--- config.mk ---
export PLATFORM = sky130hd
export DESIGN_NAME = frame_rms_noise_gate_flat
export DESIGN_NICKNAME = d
export VERILOG_FILES = /design/src/hw/rtl/frng_pkg.sv /design/src/hw/rtl/frng_intf.sv /design/src/hw/rtl/frng_ctrl.sv /design/src/hw/rtl/frng_dp.sv /design/src/hw/rtl/frame_rms_noise_gate.sv /design/src/flat_wrapper.sv
export SDC_FILE = /design/constraint.sdc
export NUM_CORES = 1
export LEC_CHECK = 0
export ABC_AREA = 1
export BUFFER_PORTS_ARGS = -buffer_cell sky130_fd_sc_hd__buf_2
export CAP_MARGIN = 20
export CORE_ASPECT_RATIO = 1.4
export CORE_MARGIN = 2
export CORE_UTILIZATION = 55
export DETAILED_ROUTE_END_ITERATION = 7
export PLACE_DENSITY = 0.76
export SYNTH_ARGS = -nofsm -noshare
export SYNTH_HDL_FRONTEND = slang
export SYNTH_SLANG_ARGS = --single-unit
--- constraint.sdc ---
create_clock -name i_clk -period 6.4 [get_ports i_clk]
set_input_delay 0.32 -clock i_clk [delete_from_list [all_inputs] [get_ports i_clk]]
set_output_delay 0.32 -clock i_clk [all_outputs]
set_load 0.05 [all_outputs]
--- src/hw/rtl/frng_pkg.sv ---
// ============================================================================
// frng_pkg
// Shared widths, register indexes and controller/datapath link types for the
// frame RMS noise gate.
// ============================================================================
package frng_pkg;

    // Field widths.
    localparam int SAMPLE_W   = 16;
    localparam int RMS_W      = 16;
    localparam int THR_W      = 16;
    localparam int HANG_W     = 16;
    localparam int CFG_IDX_W  = 2;
    localparam int CFG_DATA_W = 16;

    // Frame length limit and derived arithmetic widths.
    localparam int FRAME_MAX  = 512;
    localparam int CNT_W      = $clog2(FRAME_MAX + 1);
    localparam int MAG_W      = SAMPLE_W + 1;
    localparam int SQ_W       = 2 * SAMPLE_W - 1;
    localparam int SUM_W      = SQ_W + $clog2(FRAME_MAX);
    localparam int RAD_W      = 2 * RMS_W;
    localparam int SQRT_STEPS = RAD_W / 2;
    localparam int SREM_W     = RMS_W + 2;
    localparam int STEP_W     = $clog2(SUM_W);

    // Configuration register indexes.
    localparam logic [CFG_IDX_W-1:0] REG_GATE_ENABLE     = 2'd0;
    localparam logic [CFG_IDX_W-1:0] REG_GATE_THRESHOLD  = 2'd1;
    localparam logic [CFG_IDX_W-1:0] REG_HANGOVER_FRAMES = 2'd2;

    // Commands from the controller to the datapath.
    typedef struct packed {
        logic load_square;
        logic accumulate;
        logic div_load;
        logic div_step;
        logic sqrt_load;
        logic sqrt_step;
        logic gate_update;
    } t_dp_cmd;

    // Status from the datapath to the controller.
    typedef struct packed {
        logic frame_end;
        logic out_free;
    } t_dp_sts;

endpackage

--- src/hw/rtl/frng_intf.sv ---
// ============================================================================
// frng_intf
// Valid/ready channel interfaces: sample input, result output and register
// write port.
// ============================================================================
interface frng_in_if;
    logic                                valid;
    logic                                ready;
    logic signed [frng_pkg::SAMPLE_W-1:0] sample;
    logic                                last_sample;

    modport source (output valid, output sample, output last_sample, input ready);
    modport sink   (input valid, input sample, input last_sample, output ready);
endinterface

interface frng_out_if;
    logic                         valid;
    logic                         ready;
    logic [frng_pkg::RMS_W-1:0]   rms;
    logic                         send_previous;
    logic                         send_current;

    modport source (output valid, output rms, output send_previous, output send_current,
                    input ready);
    modport sink   (input valid, input rms, input send_previous, input send_current,
                    output ready);
endinterface

interface frng_cfg_if;
    logic                              valid;
    logic                              ready;
    logic [frng_pkg::CFG_IDX_W-1:0]    index;
    logic [frng_pkg::CFG_DATA_W-1:0]   data;

    modport source (output valid, output index, output data, input ready);
    modport sink   (input valid, input index, input data, output ready);
endinterface

--- src/hw/rtl/frng_ctrl.sv ---
// ============================================================================
// frng_ctrl
// Sequencer: takes one sample at a time, then at frame end steps the divider
// and the square root unit and finally the gate update.
// ============================================================================
module frng_ctrl (
    input  logic              i_clk,
    input  logic              i_rst_n,
    input  logic              i_in_valid,
    output logic              o_in_ready,
    output frng_pkg::t_dp_cmd o_cmd,
    input  frng_pkg::t_dp_sts i_sts
);

    typedef enum logic [6:0] {
        S_IDLE      = 7'b0000001,
        S_ACC       = 7'b0000010,
        S_DIV_LOAD  = 7'b0000100,
        S_DIV       = 7'b0001000,
        S_SQRT_LOAD = 7'b0010000,
        S_SQRT      = 7'b0100000,
        S_GATE      = 7'b1000000
    } t_state;

    t_state                          r_state, n_state;
    logic [frng_pkg::STEP_W-1:0]     r_step, n_step;
    logic                            w_div_last;
    logic                            w_sqrt_last;

    assign w_div_last  = (r_step == frng_pkg::STEP_W'(frng_pkg::SUM_W - 1));
    assign w_sqrt_last = (r_step == frng_pkg::STEP_W'(frng_pkg::SQRT_STEPS - 1));
    assign o_in_ready  = (r_state == S_IDLE);

    always_comb begin
        n_state = r_state;
        n_step  = r_step;
        o_cmd   = '0;
        unique case (r_state)
            S_IDLE: begin
                if (i_in_valid) begin
                    o_cmd.load_square = 1'b1;
                    n_state           = S_ACC;
                end
            end
            S_ACC: begin
                o_cmd.accumulate = 1'b1;
                n_state          = i_sts.frame_end ? S_DIV_LOAD : S_IDLE;
            end
            S_DIV_LOAD: begin
                o_cmd.div_load = 1'b1;
                n_step         = '0;
                n_state        = S_DIV;
            end
            S_DIV: begin
                o_cmd.div_step = 1'b1;
                n_step         = r_step + 1'b1;
                if (w_div_last) begin
                    n_state = S_SQRT_LOAD;
                end
            end
            S_SQRT_LOAD: begin
                o_cmd.sqrt_load = 1'b1;
                n_step          = '0;
                n_state         = S_SQRT;
            end
            S_SQRT: begin
                o_cmd.sqrt_step = 1'b1;
                n_step          = r_step + 1'b1;
                if (w_sqrt_last) begin
                    n_state = S_GATE;
                end
            end
            S_GATE: begin
                // Hold here until the result register can take the new item.
                if (i_sts.out_free) begin
                    o_cmd.gate_update = 1'b1;
                    n_state           = S_IDLE;
                end
            end
            default: begin
                n_state = S_IDLE;
            end
        endcase
    end

    always_ff @(posedge i_clk) begin
        if (!i_rst_n) begin
            r_state <= S_IDLE;
            r_step  <= '0;
        end else begin
            r_state <= n_state;
            r_step  <= n_step;
        end
    end

endmodule

--- src/hw/rtl/frng_dp.sv ---
// ============================================================================
// frng_dp
// Datapath: sample squaring and accumulation, bit-serial divider, two-bit
// per step square root, gate state, configuration and result registers.
// ============================================================================
module frng_dp (
    input  logic                                 i_clk,
    input  logic                                 i_rst_n,
    input  frng_pkg::t_dp_cmd                    i_cmd,
    output frng_pkg::t_dp_sts                    o_sts,
    input  logic signed [frng_pkg::SAMPLE_W-1:0] i_sample,
    input  logic                                 i_last_sample,
    input  logic                                 i_cfg_valid,
    input  logic [frng_pkg::CFG_IDX_W-1:0]       i_cfg_index,
    input  logic [frng_pkg::CFG_DATA_W-1:0]      i_cfg_data,
    input  logic                                 i_out_ready,
    output logic                                 o_out_valid,
    output logic [frng_pkg::RMS_W-1:0]           o_rms,
    output logic                                 o_send_previous,
    output logic                                 o_send_current
);

    // Configuration.
    logic                          r_gate_enable;
    logic [frng_pkg::THR_W-1:0]    r_gate_threshold;
    logic [frng_pkg::HANG_W-1:0]   r_hangover_frames;

    // Accumulation.
    logic [frng_pkg::MAG_W-1:0]    w_mag;
    logic [2*frng_pkg::MAG_W-1:0]  w_sq;
    logic [frng_pkg::SQ_W-1:0]     r_sq;
    logic                          r_last;
    logic [frng_pkg::SUM_W-1:0]    r_sum;
    logic [frng_pkg::CNT_W-1:0]    r_count;

    // Divider: the dividend register shifts out dividend bits and in quotient bits.
    logic [frng_pkg::SUM_W-1:0]    r_div_num;
    logic [frng_pkg::CNT_W-1:0]    r_div_den;
    logic [frng_pkg::CNT_W-1:0]    r_div_rem;
    logic [frng_pkg::CNT_W:0]      w_rem_sh;
    logic                          w_qbit;

    // Square root.
    logic [frng_pkg::RAD_W-1:0]    r_rad;
    logic [frng_pkg::RMS_W-1:0]    r_root;
    logic [frng_pkg::SREM_W-1:0]   r_srem;
    logic [frng_pkg::SREM_W+1:0]   w_srem_sh;
    logic [frng_pkg::SREM_W+1:0]   w_trial;
    logic                          w_rbit;

    // Gate.
    logic                          r_gate_active;
    logic [frng_pkg::HANG_W-1:0]   r_hang_left;
    logic                          r_have_prev;
    logic                          w_loud;
    logic                          n_gate_active;
    logic [frng_pkg::HANG_W-1:0]   n_hang_left;
    logic                          w_send_prev;

    // Result register.
    logic                          r_out_valid;
    logic [frng_pkg::RMS_W-1:0]    r_out_rms;
    logic                          r_out_prev;
    logic                          r_out_cur;

    assign w_mag = i_sample[frng_pkg::SAMPLE_W-1]
                 ? (frng_pkg::MAG_W'(0) - {1'b1, i_sample})
                 : {1'b0, i_sample};
    assign w_sq  = w_mag * w_mag;

    assign w_rem_sh = {r_div_rem, r_div_num[frng_pkg::SUM_W-1]};
    assign w_qbit   = (w_rem_sh >= {1'b0, r_div_den});

    assign w_srem_sh = {r_srem, r_rad[frng_pkg::RAD_W-1 -: 2]};
    assign w_trial   = {2'b00, r_root, 2'b01};
    assign w_rbit    = (w_srem_sh >= w_trial);

    assign w_loud = !r_gate_enable || (r_root >= r_gate_threshold);

    always_comb begin
        n_gate_active = r_gate_active;
        n_hang_left   = r_hang_left;
        w_send_prev   = 1'b0;
        priority if (w_loud) begin
            if (!r_gate_active) begin
                w_send_prev   = r_have_prev;
                n_gate_active = 1'b1;
            end
            n_hang_left = r_hangover_frames;
        end else if (r_gate_active && (r_hang_left != '0)) begin
            n_hang_left = r_hang_left - 1'b1;
        end else if (r_gate_active) begin
            n_gate_active = 1'b0;
        end
    end

    assign o_sts.frame_end = r_last ||
                             (r_count == frng_pkg::CNT_W'(frng_pkg::FRAME_MAX - 1));
    assign o_sts.out_free  = !r_out_valid || i_out_ready;

    assign o_out_valid     = r_out_valid;
    assign o_rms           = r_out_rms;
    assign o_send_previous = r_out_prev;
    assign o_send_current  = r_out_cur;

    // Control and model state.
    always_ff @(posedge i_clk) begin
        if (!i_rst_n) begin
            r_gate_enable     <= 1'b1;
            r_gate_threshold  <= '0;
            r_hangover_frames <= '0;
            r_sum             <= '0;
            r_count           <= '0;
            r_gate_active     <= 1'b0;
            r_hang_left       <= '0;
            r_have_prev       <= 1'b0;
            r_out_valid       <= 1'b0;
        end else begin
            if (i_cfg_valid) begin
                unique case (i_cfg_index)
                    frng_pkg::REG_GATE_ENABLE:     r_gate_enable     <= i_cfg_data[0];
                    frng_pkg::REG_GATE_THRESHOLD:  r_gate_threshold  <= i_cfg_data;
                    frng_pkg::REG_HANGOVER_FRAMES: r_hangover_frames <= i_cfg_data;
                    default: ;
                endcase
            end
            if (i_cmd.accumulate) begin
                r_sum   <= r_sum + frng_pkg::SUM_W'(r_sq);
                r_count <= r_count + 1'b1;
            end
            if (i_cmd.div_load) begin
                r_sum   <= '0;
                r_count <= '0;
            end
            if (i_cmd.gate_update) begin
                r_gate_active <= n_gate_active;
                r_hang_left   <= n_hang_left;
                r_have_prev   <= 1'b1;
                r_out_valid   <= 1'b1;
            end else if (i_out_ready) begin
                r_out_valid <= 1'b0;
            end
        end
    end

    // Arithmetic payload registers.
    always_ff @(posedge i_clk) begin
        if (i_cmd.load_square) begin
            r_sq   <= w_sq[frng_pkg::SQ_W-1:0];
            r_last <= i_last_sample;
        end
        if (i_cmd.div_load) begin
            r_div_num <= r_sum;
            r_div_den <= r_count;
            r_div_rem <= '0;
        end
        if (i_cmd.div_step) begin
            r_div_num <= {r_div_num[frng_pkg::SUM_W-2:0], w_qbit};
            r_div_rem <= w_qbit ? frng_pkg::CNT_W'(w_rem_sh - {1'b0, r_div_den})
                                : w_rem_sh[frng_pkg::CNT_W-1:0];
        end
        if (i_cmd.sqrt_load) begin
            // The quotient never exceeds the full-scale square, so it fits the radicand.
            r_rad  <= r_div_num[frng_pkg::RAD_W-1:0];
            r_root <= '0;
            r_srem <= '0;
        end
        if (i_cmd.sqrt_step) begin
            r_rad  <= {r_rad[frng_pkg::RAD_W-3:0], 2'b00};
            r_root <= {r_root[frng_pkg::RMS_W-2:0], w_rbit};
            r_srem <= w_rbit ? frng_pkg::SREM_W'(w_srem_sh - w_trial)
                             : w_srem_sh[frng_pkg::SREM_W-1:0];
        end
        if (i_cmd.gate_update) begin
            r_out_rms  <= r_root;
            r_out_prev <= w_send_prev;
            r_out_cur  <= n_gate_active;
        end
    end

endmodule

--- src/hw/rtl/frame_rms_noise_gate.sv ---
// ============================================================================
// frame_rms_noise_gate
// Frame RMS level meter with a threshold noise gate and hangover.
// ============================================================================
// Usage:
// Samples enter on i_in (valid/ready) with a flag on the last sample of each
// frame; a frame also ends at its 512th sample. Each sample is squared into a
// register and then added to the frame sum, and i_in is not ready while it
// is being added. On the sample that ends a frame the block runs a
// one-bit-per-cycle divider for the mean square and a two-bit per step
// square root, then updates the gate and loads the result item into the
// output register; i_in stays not ready until then. Each frame gives one
// item on o_out: rms, send_previous and send_current.
// Configuration writes on i_cfg are always taken (ready held high) and
// should only be made while the block is idle.
// Reset clears the frame sum, the gate (closed), the hangover count and the
// previous-frame flag, and loads the register defaults. A result waits in
// the output register while o_out is stalled; a frame end that arrives then
// waits in its last step until the register is free.
// ============================================================================
module frame_rms_noise_gate (
    input  logic         i_clk,
    input  logic         i_rst_n,
    frng_in_if.sink      i_in,
    frng_out_if.source   o_out,
    frng_cfg_if.sink     i_cfg
);

    frng_pkg::t_dp_cmd w_cmd;
    frng_pkg::t_dp_sts w_sts;

    assign i_cfg.ready = 1'b1;

    frng_ctrl u_ctrl (
        .i_clk      (i_clk),
        .i_rst_n    (i_rst_n),
        .i_in_valid (i_in.valid),
        .o_in_ready (i_in.ready),
        .o_cmd      (w_cmd),
        .i_sts      (w_sts)
    );

    frng_dp u_dp (
        .i_clk           (i_clk),
        .i_rst_n         (i_rst_n),
        .i_cmd           (w_cmd),
        .o_sts           (w_sts),
        .i_sample        (i_in.sample),
        .i_last_sample   (i_in.last_sample),
        .i_cfg_valid     (i_cfg.valid),
        .i_cfg_index     (i_cfg.index),
        .i_cfg_data      (i_cfg.data),
        .i_out_ready     (o_out.ready),
        .o_out_valid     (o_out.valid),
        .o_rms           (o_out.rms),
        .o_send_previous (o_out.send_previous),
        .o_send_current  (o_out.send_current)
    );

endmodule

--- src/flat_wrapper.sv ---
// flat-port wrapper written by rule: the top's interface ports become plain ports
module frame_rms_noise_gate_flat 
  (i_clk, i_rst_n, i_in_valid, i_in_sample, i_in_last_sample, i_in_ready, o_out_valid, o_out_rms, o_out_send_previous, o_out_send_current, o_out_ready, i_cfg_valid, i_cfg_index, i_cfg_data, i_cfg_ready);
  frng_in_if i_in_i ();
  frng_out_if o_out_i ();
  frng_cfg_if i_cfg_i ();
  input  logic i_clk;
  input  logic i_rst_n;
  input wire logic [$bits(i_in_i.valid)-1:0] i_in_valid;
  input wire logic [$bits(i_in_i.sample)-1:0] i_in_sample;
  input wire logic [$bits(i_in_i.last_sample)-1:0] i_in_last_sample;
  output wire logic [$bits(i_in_i.ready)-1:0] i_in_ready;
  output wire logic [$bits(o_out_i.valid)-1:0] o_out_valid;
  output wire logic [$bits(o_out_i.rms)-1:0] o_out_rms;
  output wire logic [$bits(o_out_i.send_previous)-1:0] o_out_send_previous;
  output wire logic [$bits(o_out_i.send_current)-1:0] o_out_send_current;
  input wire logic [$bits(o_out_i.ready)-1:0] o_out_ready;
  input wire logic [$bits(i_cfg_i.valid)-1:0] i_cfg_valid;
  input wire logic [$bits(i_cfg_i.index)-1:0] i_cfg_index;
  input wire logic [$bits(i_cfg_i.data)-1:0] i_cfg_data;
  output wire logic [$bits(i_cfg_i.ready)-1:0] i_cfg_ready;
  assign i_in_i.valid = i_in_valid;
  assign i_in_i.sample = i_in_sample;
  assign i_in_i.last_sample = i_in_last_sample;
  assign i_in_ready = i_in_i.ready;
  assign o_out_valid = o_out_i.valid;
  assign o_out_rms = o_out_i.rms;
  assign o_out_send_previous = o_out_i.send_previous;
  assign o_out_send_current = o_out_i.send_current;
  assign o_out_i.ready = o_out_ready;
  assign i_cfg_i.valid = i_cfg_valid;
  assign i_cfg_i.index = i_cfg_index;
  assign i_cfg_i.data = i_cfg_data;
  assign i_cfg_ready = i_cfg_i.ready;
  frame_rms_noise_gate u_core (.i_clk(i_clk), .i_rst_n(i_rst_n), .i_in(i_in_i), .o_out(o_out_i), .i_cfg(i_cfg_i));
endmodule
[After elaboration in Yosys (flattened, before gate mapping)]
Index checks and enable logic that the tools add are counted.
Storage, ports and cells
  word-level logic and storage cells: 109
  bits in registers: 291
Cells by class
  magnitude comparators: 3
  multiply operators: 1
  bitwise gates (word level): 2
  reduce and logical (&&, ||, !) cells: 22
  mux-type cells: 35
  equal/unequal tests: 16
  add/sub/neg operators: 7
Operator list (number)
  two-way mux 40 bit: 2
  two-way mux 16 bit: 4
  two-way mux 32 bit: 2
  two-way mux 18 bit: 3
  one-hot mux 7 bit (7 select lines): 1
  adder 40 x 31 -> 40 bit: 1
  multiplier 17 x 17 -> 31 bit: 1
  two-way mux 10 bit: 3
  two-way mux 7 bit: 4
  >= comparator 20 x 18 -> 1 bit: 1
  subtractor 18 bit: 1
  two-way mux 17 bit: 1
  subtractor 1 x 17 -> 17 bit (first input constant): 1
  >= comparator 16 bit: 1
  nonzero test 16 bit: 1
  subtractor 16 x 1 -> 16 bit (second input constant): 1
  two-way mux 1 bit: 13
  one-hot mux 6 bit (2 select lines): 1
  >= comparator 11 x 10 -> 1 bit: 1
  adder 10 x 1 -> 10 bit (second input constant): 1
  == test 10 x 9 -> 1 bit (second input constant): 1
  nonzero test 2 bit: 5
  subtractor 10 bit: 1
  != test 2 bit (second input constant): 4
  21 further kinds: 31

[Logic depth before layout (Yosys ltp)]
Gate-level depths: netlist of run 1.
  depth in word-level cells: 5
  gate-level depth with buffers: 36

[Cells and area by module]
From an unflattened synthesis of run 1, not the netlist that was laid out.
Second synthesis, totals
  cells, all modules: 3051
  area, all modules: 24389.6 µm²
Modules (own cells, without submodules)
  frng_dp: area an instance 23546.3 µm², instances 1, cells each 2934
  frng_ctrl: area an instance 832.0 µm², instances 1, cells each 115
  frame_rms_noise_gate: area an instance 11.3 µm², instances 1, cells each 2

[Worst setup path after synthesis of run 1]
OpenSTA, ideal clock, no wires.
  kind: input port to flip-flop
  start point: in i_in_sample[0]
  end point: reg u_core.u_dp.r_sq[30] (netlist bit) (data pin)
  buffers on the path: 2
  arrival time: 6.296 ns
  stages: 30
  library setup time: 0.253 ns
  path slack: -0.149 ns
  path through: inv_1 -> clkbuf_1 -> ha_1 -> inv_1 -> nor2_2 -> nand3_2 -> o21ai_4 -> nand2_1 -> xor2_1 -> buf_2 -> nand2_1 -> fa_1 -> fa_1 -> inv_1 -> fa_1 -> fa_1 -> fa_1 -> inv_1 -> fa_1 -> inv_1 -> ha_1 -> nand2_1 -> nor2_1 -> inv_1 -> nor4_1 -> nand2_1 -> o211ai_1 -> inv_1 -> nand2_1 -> nand2_1
On the way
  longest elaborated chain between the ends: 3
RTL lines
  from (decl): line flat_wrapper.sv:10  | input wire logic [$bits(i_in_i.sample)-1:0] i_in_sample;
  subtractor 1 x 17 -> 17 bit: line frng_dp.sv:67  | ? (frng_pkg::MAG_W'(0) - {1'b1, i_sample})
  two-way mux 17 bit (*): line frng_dp.sv:67
  multiplier 17 x 17 -> 31 bit (*): line frng_dp.sv:69  | assign w_sq = w_mag * w_mag;
  net u_core.u_dp.w_sq (one bit): line frng_dp.sv:30  | logic [2*frng_pkg::MAG_W-1:0] w_sq;
  to (signal assigned): line frng_dp.sv:149  | r_sq <= w_sq[frng_pkg::SQ_W-1:0];
  to (decl): line frng_dp.sv:31  | logic [frng_pkg::SQ_W-1:0] r_sq;
The timed path passes the listed nets; every way through them passes the cells marked *.
A chain may end at the register's enable or synchronous reset.

[Worst setup path in the final report of run 1]
  start point: in i_in_sample[0]
  end point: reg u_core.u_dp.r_sq[27] (netlist bit) (data pin)
Same word-level chain as after synthesis.

==> results_dict.tcl, run 1 <==
set metrics [dict create \
    maxSlewHeadroom_pct 33.4 \
    die_area_sq_um 45900 \
    route.met3.wl_mm 1.80 \
    fp.dieW_um 182 \
    finClkSkew_ps 18.2 \
    grt_pass1_vias 20967 \
    slew_violations 0 \
    cpPeakStageDelay_ps 530 \
    antenna_found_initial 0 \
    synth_edf_count 173 \
    rr_worst_depth 11 \
    final_nets 3633 \
    dpl_cell_area_sq_um 26200 \
    yosys_warnings 0 \
    status "finished clean" \
    grt_first_pass_wirelength_mm 97.7 \
    grt_use_total_pct 26.4 \
    rsz0062_at_grt "yes" \
    clock.fmax_ghz 0.162 \
    hpwl_mm 48.6 \
    path_clk_slew_ps 70 \
    ys.flop_type "edfxtp_1" \
    endpoint_kind "flop" \
    period_share_pct 96.3 \
    maxCapViolCount 0 \
    syn-instance-count 3015 \
    syn-cell-area_sq_um 24300 \
    wl_per_cell_um 15.6 \
    hold_class "in -> reg" \
    wl_met1_mm 21.2 \
    synth-seq-area-share_pct 31.0 \
    avgSynthCellArea_sq_um 8.05 \
    worst_ep_arrival_time_ps 6460 \
    ys_types 62 \
    drive_gt1_share_pct 11.3 \
    dr.max_layer_used "met4" \
    period_minus_slack_ps 6160 \
    hold_depth 3 \
    ant_nets 0 \
    wl_met2_mm 33.0 \
    required_ps 6690 \
    clock_path_buffers 3 \
    cts_tree "done" \
    cts_root_buf "clkbuf_16" \
    drtIter0Drc 960 \
    vias 19976 \
    io_pins 61 \
    async_flop_share_pct 0 \
    hold_violations 0 \
    grt_max_degree 72 \
    cts.sinks 290 \
    critical_path.max_fanout 7 \
    area_growth_pct 12.2 \
    avgViaCountPerCell 5.25 \
    setup_viol 0 \
    route.detailed.drc 0 \
    tightest_slew_ps 997 \
    drt-total-wl_mm 59.4 \
    rows 91 \
    clk_latency_ps 550 \
    dr.pass1.iters 7 \
    stdcell_area_sq_um 27200 \
    cts.htree.levels 1 \
    initial_core_util_pct 55.4 \
    die_h_um 253 \
    cp_slowest_cell "fa_1" \
    core_area_sq_um 43800 \
    ys_ff_latch 290 \
    portBuffers 59 \
    overflow 0 \
    n_antenna_cell 0 \
    worst-setup-path-type "in -> reg" \
    worstSetupStartpointType "input port" \
    gp_congestion 0.939 \
    numCtsBuffers 26 \
]
-- metrics by stage --
step	hold slack [ps]	std cells	util, %	setup TNS [ps]	worst slack, ps
floorplan	419	3048	-	0	5.97
global placement	444	3751	59.7	-1000	-536
detailed placement	439	3751	59.7	-3360	-602
CTS	26.6	3800	61.7	0	149
global route	54.7	3805	62.2	-187	-98.8
finish	46.7	3805	62.2	0	238
-- final cells by class --
class                   instances  area, sq um
clock inverters                17          154
flip-flops and latches        290         7540
fillers                      3824        16600
clock buffers                  31          711
multi-input cells            2079        14400
repair buffers                217         1490
well taps                     558          698
inverters                     613         2310
-- worst max-delay path: cells and delay by family --
kind	cells	cell delay, ps
xor gates and xnor gates	2	310
AOI/OAI and AO/OA	2	320
buffers and inverters	11	1210
and+or+nand+nor	7	1020
adders and majority gates	8	3250
-- final timing paths --
| check | startpoint | endpoint | slack, ps |
|---|---|---|---|
| worst max-delay path | i_in_sample[0] | u_core.u_dp.r_sq[27]$_DFFE_PP_ | 240 |
| worst min-delay path | i_cfg_data[0] | u_core.u_dp.r_hangover_frames[0]$_SDFFE_PN0P_ | 50 |
| worst max register to register | u_core.u_ctrl.r_state[4]$_SDFFE_PN0P_ | u_core.u_dp.r_sum[39]$_SDFFE_PP0N_ | 3290 |
| worst min register to register | u_core.u_dp.r_count[4]$_SDFFE_PP0N_ | u_core.u_dp.r_div_den[4]$_DFFE_PP_ | 460 |
-- per-layer routing --
layer  up-vias  track usage (%)
li1       9852                -
met1      9478             25.9
met2       450             53.8
met3       196             2.22
met4         0             13.9
met5         -                0
-- registers in the layout (all words and copies together), names as in the netlist --
register                       flops
u_core.u_dp.r_gate_active          1
u_core.u_dp.r_last                 1
u_core.u_dp.o_out_valid            1
u_core.u_dp.r_srem                18
u_core.u_dp.o_send_current         1
u_core.u_dp.r_root                16
u_core.u_dp.r_sq                  30
u_core.u_dp.r_div_num             40
u_core.u_dp.r_sum                 40
u_core.u_ctrl.r_step               6
u_core.u_dp.r_gate_enable          1
u_core.u_dp.r_have_prev            1
u_core.u_dp.r_hang_left           16
u_core.u_dp.r_hangover_frames     16
u_core.u_dp.o_send_previous        1
u_core.u_dp.r_rad                 32
u_core.u_dp.r_count               10
u_core.u_dp.r_gate_threshold      16
u_core.u_dp.r_div_rem             10
u_core.u_ctrl.r_state              7
u_core.u_dp.r_div_den             10
u_core.u_dp.o_rms                 16
-- logic make-up after synthesis --
kind of cell             Yosys count  share of synthesized area [%]
AO/OA/AOI/OAI                    426                           9.53
AND/OR/NAND/NOR                 1165                           20.4
XOR/XNOR                          87                           3.20
flip-flops                       290                           31.0
adder cells (fa/ha/maj)          366                           24.9
buffers and inverters            679                           11.0
other                              2                         0.0309
-- synth_stat cells (13+ instances only) --
master | number | area, sq um
a21oi_1 | 162 | 811
ha_1 | 172 | 2150
buf_2 | 25 | 125
nand3_1 | 115 | 576
xnor2_1 | 27 | 236
dfxtp_1 | 117 | 2340
nand2_1 | 589 | 2210
inv_2 | 13 | 48.8
edfxtp_1 | 173 | 5190
clkbuf_1 | 23 | 86.3
o21ai_1 | 21 | 105
a21o_1 | 18 | 135
fa_1 | 194 | 3880
nor3_1 | 29 | 145
nor2_1 | 341 | 1280
o21ai_0 | 185 | 926
xor2_1 | 58 | 508
inv_1 | 595 | 2230
nand4_1 | 25 | 156
-- repair_timing --
item / 4_1_cts / 5_1_grt
hold endpoints to repair: 1 / 0
hold buffers: 1 / 0
cloned: 0 / 1
buffers inserted: 0 / 4
resized for setup: 1 / 33
pin swaps: 0 / 10
endpoints found under the setup margin: 1 / 9
-- cells in the final DEF (no fill, tap or decap), types with 57 or more instances in the layout --
master	instances
a21oi_1	159
buf_2	59
buf_4	156
dfxtp_1	117
edfxtp_1	173
fa_1	194
ha_1	168
inv_1	595
nand2_1	582
nand3_1	113
nor2_1	334
o21ai_0	183
xor2_1	57
Power of run 1 is left out: the tool's default activity adds up to more than one toggle a clock period on the data nets, which glitch-free logic cannot reach.
==> run 2, diff against run 1 <==
--- a/config.mk
+++ b/config.mk
@@ -11,8 +11,9 @@
 export CORE_ASPECT_RATIO = 1.4
 export CORE_MARGIN = 2
 export CORE_UTILIZATION = 55
+export CTS_BUF_LIST = sky130_fd_sc_hd__clkbuf_2
 export DETAILED_ROUTE_END_ITERATION = 7
-export PLACE_DENSITY = 0.76
+export PLACE_DENSITY = 0.74
 export SYNTH_ARGS = -nofsm -noshare
 export SYNTH_HDL_FRONTEND = slang
 export SYNTH_SLANG_ARGS = --single-unit
==> constraint.sdc (replaced) <==
create_clock -name i_clk -period 7.7 [get_ports i_clk]
set_input_delay 0.385 -clock i_clk [delete_from_list [all_inputs] [get_ports i_clk]]
set_output_delay 0.385 -clock i_clk [all_outputs]
set_load 0.05 [all_outputs]
==> results_dict.tcl, run 2 (synthesized netlist as in run 1, its figures left out) <==
set metrics [dict create \
    seqCellArea_sq_um 7540 \
    die_h_um 253 \
    wl_met1_mm 21.2 \
    drtIter0Drc 1014 \
    postCtsSetupRepairBufs 0 \
    tns_ps 0 \
    hold_class "in -> reg" \
    cts.htree.levels 3 \
    grt_use_total_pct 26.3 \
    wl_per_cell_um 15.6 \
    rr_worst_depth 11 \
    route.met3.wl_mm 1.98 \
    holdBufCountCts 24 \
    final_nets 3554 \
    ctsResizeCount 0 \
    clock.fmax_ghz 0.143 \
    avgViaCountPerCell 5.27 \
    initial_core_util_pct 55.4 \
    worst-setup-path-type "in -> reg" \
    period_minus_slack_ps 7010 \
    cts_tree "done" \
    status "finished clean" \
    slew_violations 0 \
    cpPeakStageDelay_ps 550 \
    dr.pass1.iters 6 \
    numCtsBuffers 68 \
    die_area_sq_um 45900 \
    required_ps 8350 \
    io_pins 61 \
    area_growth_pct 7.24 \
    period_share_pct 91.0 \
    cts_root_buf "clkbuf_2" \
    placed_cells 3612 \
    fillers 3962 \
    clk_latency_ps 950 \
    cp_slowest_cell "fa_1" \
    setup_viol 0 \
    fp.dieW_um 182 \
    worstSetupStartpointType "input port" \
    ir_drop_v 0.000404 \
    vias 19814 \
    core_area_sq_um 43800 \
    final_common_cell "inv_1" \
    rows 91 \
    layout_setup_ws_ps 694 \
    cellPowerDensity_nw_per_um2 443 \
    drive_gt1_share_pct 8.31 \
    final_cell_mix "inv_1 (595), nand2_1 (586), nor2_1 (340)" \
    antenna_found_initial 2 \
    worst_ep_arrival_time_ps 7660 \
    dr.max_layer_used "met4" \
    clock_path_buffers 3 \
    maxCapViolCount 0 \
    leakage_uw 0.0129 \
    fin_cells 3760 \
    drt-total-wl_mm 58.7 \
    hpwl_mm 46.7 \
    portBuffers 59 \
    fin_hold_ws_ps 166 \
    finClkSkew_ps 91.1 \
    grt_first_pass_wirelength_mm 97.1 \
    endpoint_kind "flop" \
    path_clk_slew_ps 100 \
    multi_input_area_sq_um 14200 \
    ant_nets 0 \
    overflow 0 \
    cts.sinks 290 \
    top_regs "u_core.u_dp.r_div_num (40), u_core.u_dp.r_sum (40), u_core.u_dp.r_rad (32)" \
    maxSlewHeadroom_pct 34.0 \
    hold_depth 7 \
    grt_pass1_vias 20901 \
    tightest_slew_ps 988 \
    dp_slack_ps 365 \
    gp_congestion 0.959 \
    hold_violations 0 \
    route.detailed.drc 0 \
    grt_max_degree 72 \
    critical_path.max_fanout 10 \
    wl_met2_mm 32.1 \
    rsz0062_at_grt "no" \
]
run 2: layout make-up:
class / count / share of cell area, %
multi-input combinational: 2079 / 54.6
sequential: 290 / 28.9
inverter: 613 / 8.86
tap: 558 / 2.68
timing repair buffer: 96 / 2.43
clock buffer: 103 / 1.98
clock inverter: 19 / 0.509
antenna: 2 / 0.0192
run 2: worst max-delay path, delay by kind of cell:
| family | cells | cell delay, ps |
|---|---|---|
| fa+ha+maj | 8 | 3610 |
| xor+xnor | 2 | 660 |
| compound gates | 4 | 650 |
| simple gates | 6 | 870 |
| buf+inv | 9 | 1460 |
run 2: path summary, 6_finish.rpt:
check	slack [ps]	to	startpoint
setup / recovery	690	u_core.u_dp.r_sq[29]$_DFFE_PP_	i_in_sample[0]
hold / removal	170	u_core.u_dp.r_sq[30]$_DFFE_PP_	i_in_sample[9]
setup reg to reg	4810	u_core.u_dp.r_sum[39]$_SDFFE_PP0N_	u_core.u_ctrl.r_state[4]$_SDFFE_PN0P_
hold reg to reg	480	u_core.u_dp.r_gate_threshold[2]$_SDFFE_PN0P_	u_core.u_dp.r_gate_threshold[2]$_SDFFE_PN0P_
run 2: metal layers:
| metal | GRT usage (%) | up-vias |
|---|---|---|
| met5 | 0 | - |
| met4 | 15.2 | 0 |
| met3 | 3.21 | 203 |
| met2 | 51.9 | 512 |
| met1 | 26.0 | 9346 |
| li1 | - | 9753 |
run 2: per-stage QoR:
stage | utilization [%] | area [sq um] | power, uW
after floorplan | - | 24400 | 8410
after global placement | 57.4 | 25100 | 10300
after detailed placement | 57.4 | 25100 | 10400
after CTS | 59.4 | 26000 | 11500
after global routing | 59.4 | 26000 | 12700
final | 59.4 | 26000 | 11500
run 2: where the power goes:
group	switching [uW]	total, uW	leakage [uW]	internal [uW]
Combinational	5290	8180	0.00994	2890
Clock	627	1050	0.000496	423
Sequential	104	2290	0.00248	2190
Total	6020	11500	0.0129	5500
Note: power is estimated with default switching activity, not from simulation.
==> run 3, diff against run 2 <==
--- a/config.mk
+++ b/config.mk
@@ -7,7 +7,6 @@
 export LEC_CHECK = 0
 export ABC_AREA = 1
 export BUFFER_PORTS_ARGS = -buffer_cell sky130_fd_sc_hd__buf_2
-export CAP_MARGIN = 20
 export CORE_ASPECT_RATIO = 1.4
 export CORE_MARGIN = 2
 export CORE_UTILIZATION = 55
@@ -17,3 +16,4 @@
 export SYNTH_ARGS = -nofsm -noshare
 export SYNTH_HDL_FRONTEND = slang
 export SYNTH_SLANG_ARGS = --single-unit
+export TNS_END_PERCENT = 1
==> constraint.sdc (replaced) <==
create_clock -name i_clk -period 7.7 [get_ports i_clk]
set_input_delay 1.155 -clock i_clk [delete_from_list [all_inputs] [get_ports i_clk]]
set_output_delay 1.155 -clock i_clk [all_outputs]
set_load 0.05 [all_outputs]
==> results_dict.tcl, run 3 (synthesized netlist as in run 1, its figures left out) <==
set metrics [dict create \
    status "finished clean" \
    required_ps 8370 \
    final_cell_mix "inv_1 (595), nand2_1 (586), nor2_1 (340)" \
    dr.pass1.iters 5 \
    hold_class "in -> reg" \
    portBuffers 59 \
    holdBufCountCts 0 \
    maxSlewHeadroom_pct 35.4 \
    cellPowerDensity_nw_per_um2 451 \
    hpwl_mm 47.1 \
    rows 91 \
    wl_per_cell_um 15.4 \
    top_regs "u_core.u_dp.r_div_num (40), u_core.u_dp.r_sum (40), u_core.u_dp.r_rad (32)" \
    period_minus_slack_ps 6930 \
    wl_met1_mm 20.8 \
    cts.sinks 290 \
    die_h_um 253 \
    maxCapViolCount 0 \
    total_power_uw 11700 \
    postCtsSetupRepairBufs 0 \
    io_pins 61 \
    path_clk_slew_ps 100 \
    critical_path.max_fanout 10 \
    clock.fmax_ghz 0.144 \
    grt_use_total_pct 26.0 \
    ctsResizeCount 0 \
    cts.htree.levels 3 \
    die_area_sq_um 45900 \
    rsz0062_at_grt "no" \
    wl_met2_mm 31.6 \
    area_growth_pct 6.85 \
    numCtsBuffers 68 \
    ir_drop_v 0.000402 \
    fp.dieW_um 182 \
    route.met3.wl_mm 1.96 \
    avgViaCountPerCell 5.26 \
    dr.max_layer_used "met4" \
    worst-setup-path-type "in -> reg" \
    clk_latency_ps 920 \
    gp_congestion 0.956 \
    overflow 0 \
    endpoint_kind "flop" \
    layout_setup_ws_ps 772 \
    grt_pass1_vias 20807 \
    final_nets 3547 \
    route.detailed.drc 0 \
    final_common_cell "inv_1" \
    ant_nets 0 \
    finClkSkew_ps 58.0 \
    slew_violations 0 \
    period_share_pct 90.0 \
    utilization_pct 59.2 \
    setup_viol 0 \
    fillers 3983 \
    initial_core_util_pct 55.4 \
    vias 19747 \
    drtIter0Drc 1058 \
    core_area_sq_um 43800 \
    drive_gt1_share_pct 8.74 \
    drt-total-wl_mm 57.9 \
    tightest_slew_ps 966 \
    antenna_found_initial 2 \
    cts_root_buf "clkbuf_2" \
    cts_tree "done" \
    worstSetupStartpointType "input port" \
    clock_path_buffers 3 \
    grt_first_pass_wirelength_mm 96.1 \
    worst_ep_arrival_time_ps 7600 \
    dp_slack_ps -45.4 \
    leakage_uw 0.0129 \
    hold_violations 0 \
    grt_max_degree 69 \
]
run 3: metrics by stage:
| step | cell area (sq um) | setup TNS [ps] | hold slack (ps) | std cells |
|---|---|---|---|---|
| finish | 25900 | 0 | 431 | 3753 |
| global route | 25900 | 0 | 371 | 3753 |
| CTS | 25900 | 0 | 331 | 3751 |
| detailed placement | 25300 | -67.6 | 446 | 3629 |
| global placement | 25300 | 0 | 447 | 3629 |
| floorplan | 24400 | 0 | 426 | 3048 |
run 3: worst paths after layout:
kind / from / end / slack, ps / depth (start not counted)
setup / recovery: i_in_sample[0] / u_core.u_dp.r_sq[22]$_DFFE_PP_ / 770 / 27
hold / removal: i_in_last_sample / u_core.u_dp.r_last$_DFFE_PP_ / 430 / 1
setup reg to reg: u_core.u_ctrl.r_state[4]$_SDFFE_PN0P_ / u_core.u_dp.r_sum[39]$_SDFFE_PP0N_ / 4840 / 11
hold reg to reg: u_core.u_dp.r_root[0]$_SDFFCE_PN0P_ / u_core.u_dp.o_rms[0]$_DFFE_PP_ / 470 / 0
run 3: power by group:
| group | internal, uW | switching [uW] | leakage, uW | total (uW) |
|---|---|---|---|---|
| logic | 2950 | 5390 | 0.00993 | 8340 |
| clock network | 450 | 612 | 0.000500 | 1060 |
| registers | 2190 | 100 | 0.00248 | 2290 |
run 3: critical path: stages:
cell and delay [ps]:
buf_2 120, inv_1 80, ha_1 160, inv_1 60, nor2_2 110, nand3_2 130, o21ai_4 250, xnor2_2 260
inv_2 200, nor2_1 270, fa_1 470, inv_1 90, fa_1 430, fa_1 510, inv_1 50, fa_1 460
fa_1 520, fa_1 490, ha_1 380, nand2_1 120, buf_4 150, a21oi_1 50, nor2_1 250, o211ai_1 300
nand3_1 150, nand2_1 100, xor2_1 270
run 3: final cells by class:
type	count	area, sq um	share of cell area (%)
tap	558	698	2.69
timing repair buffer	89	520	2.01
sequential	290	7540	29.1
clock buffer	101	505	1.95
inverter	613	2310	8.89
antenna	2	5.00	0.0193
clock inverter	21	161	0.622
multi-input combinational	2079	14200	54.8
run 3: routing by layer:
metal,GRT usage (%),vias up
met3,2.84,195
li1,-,9750
met2,51.5,506
met5,0,-
met1,25.5,9296
met4,16.0,0
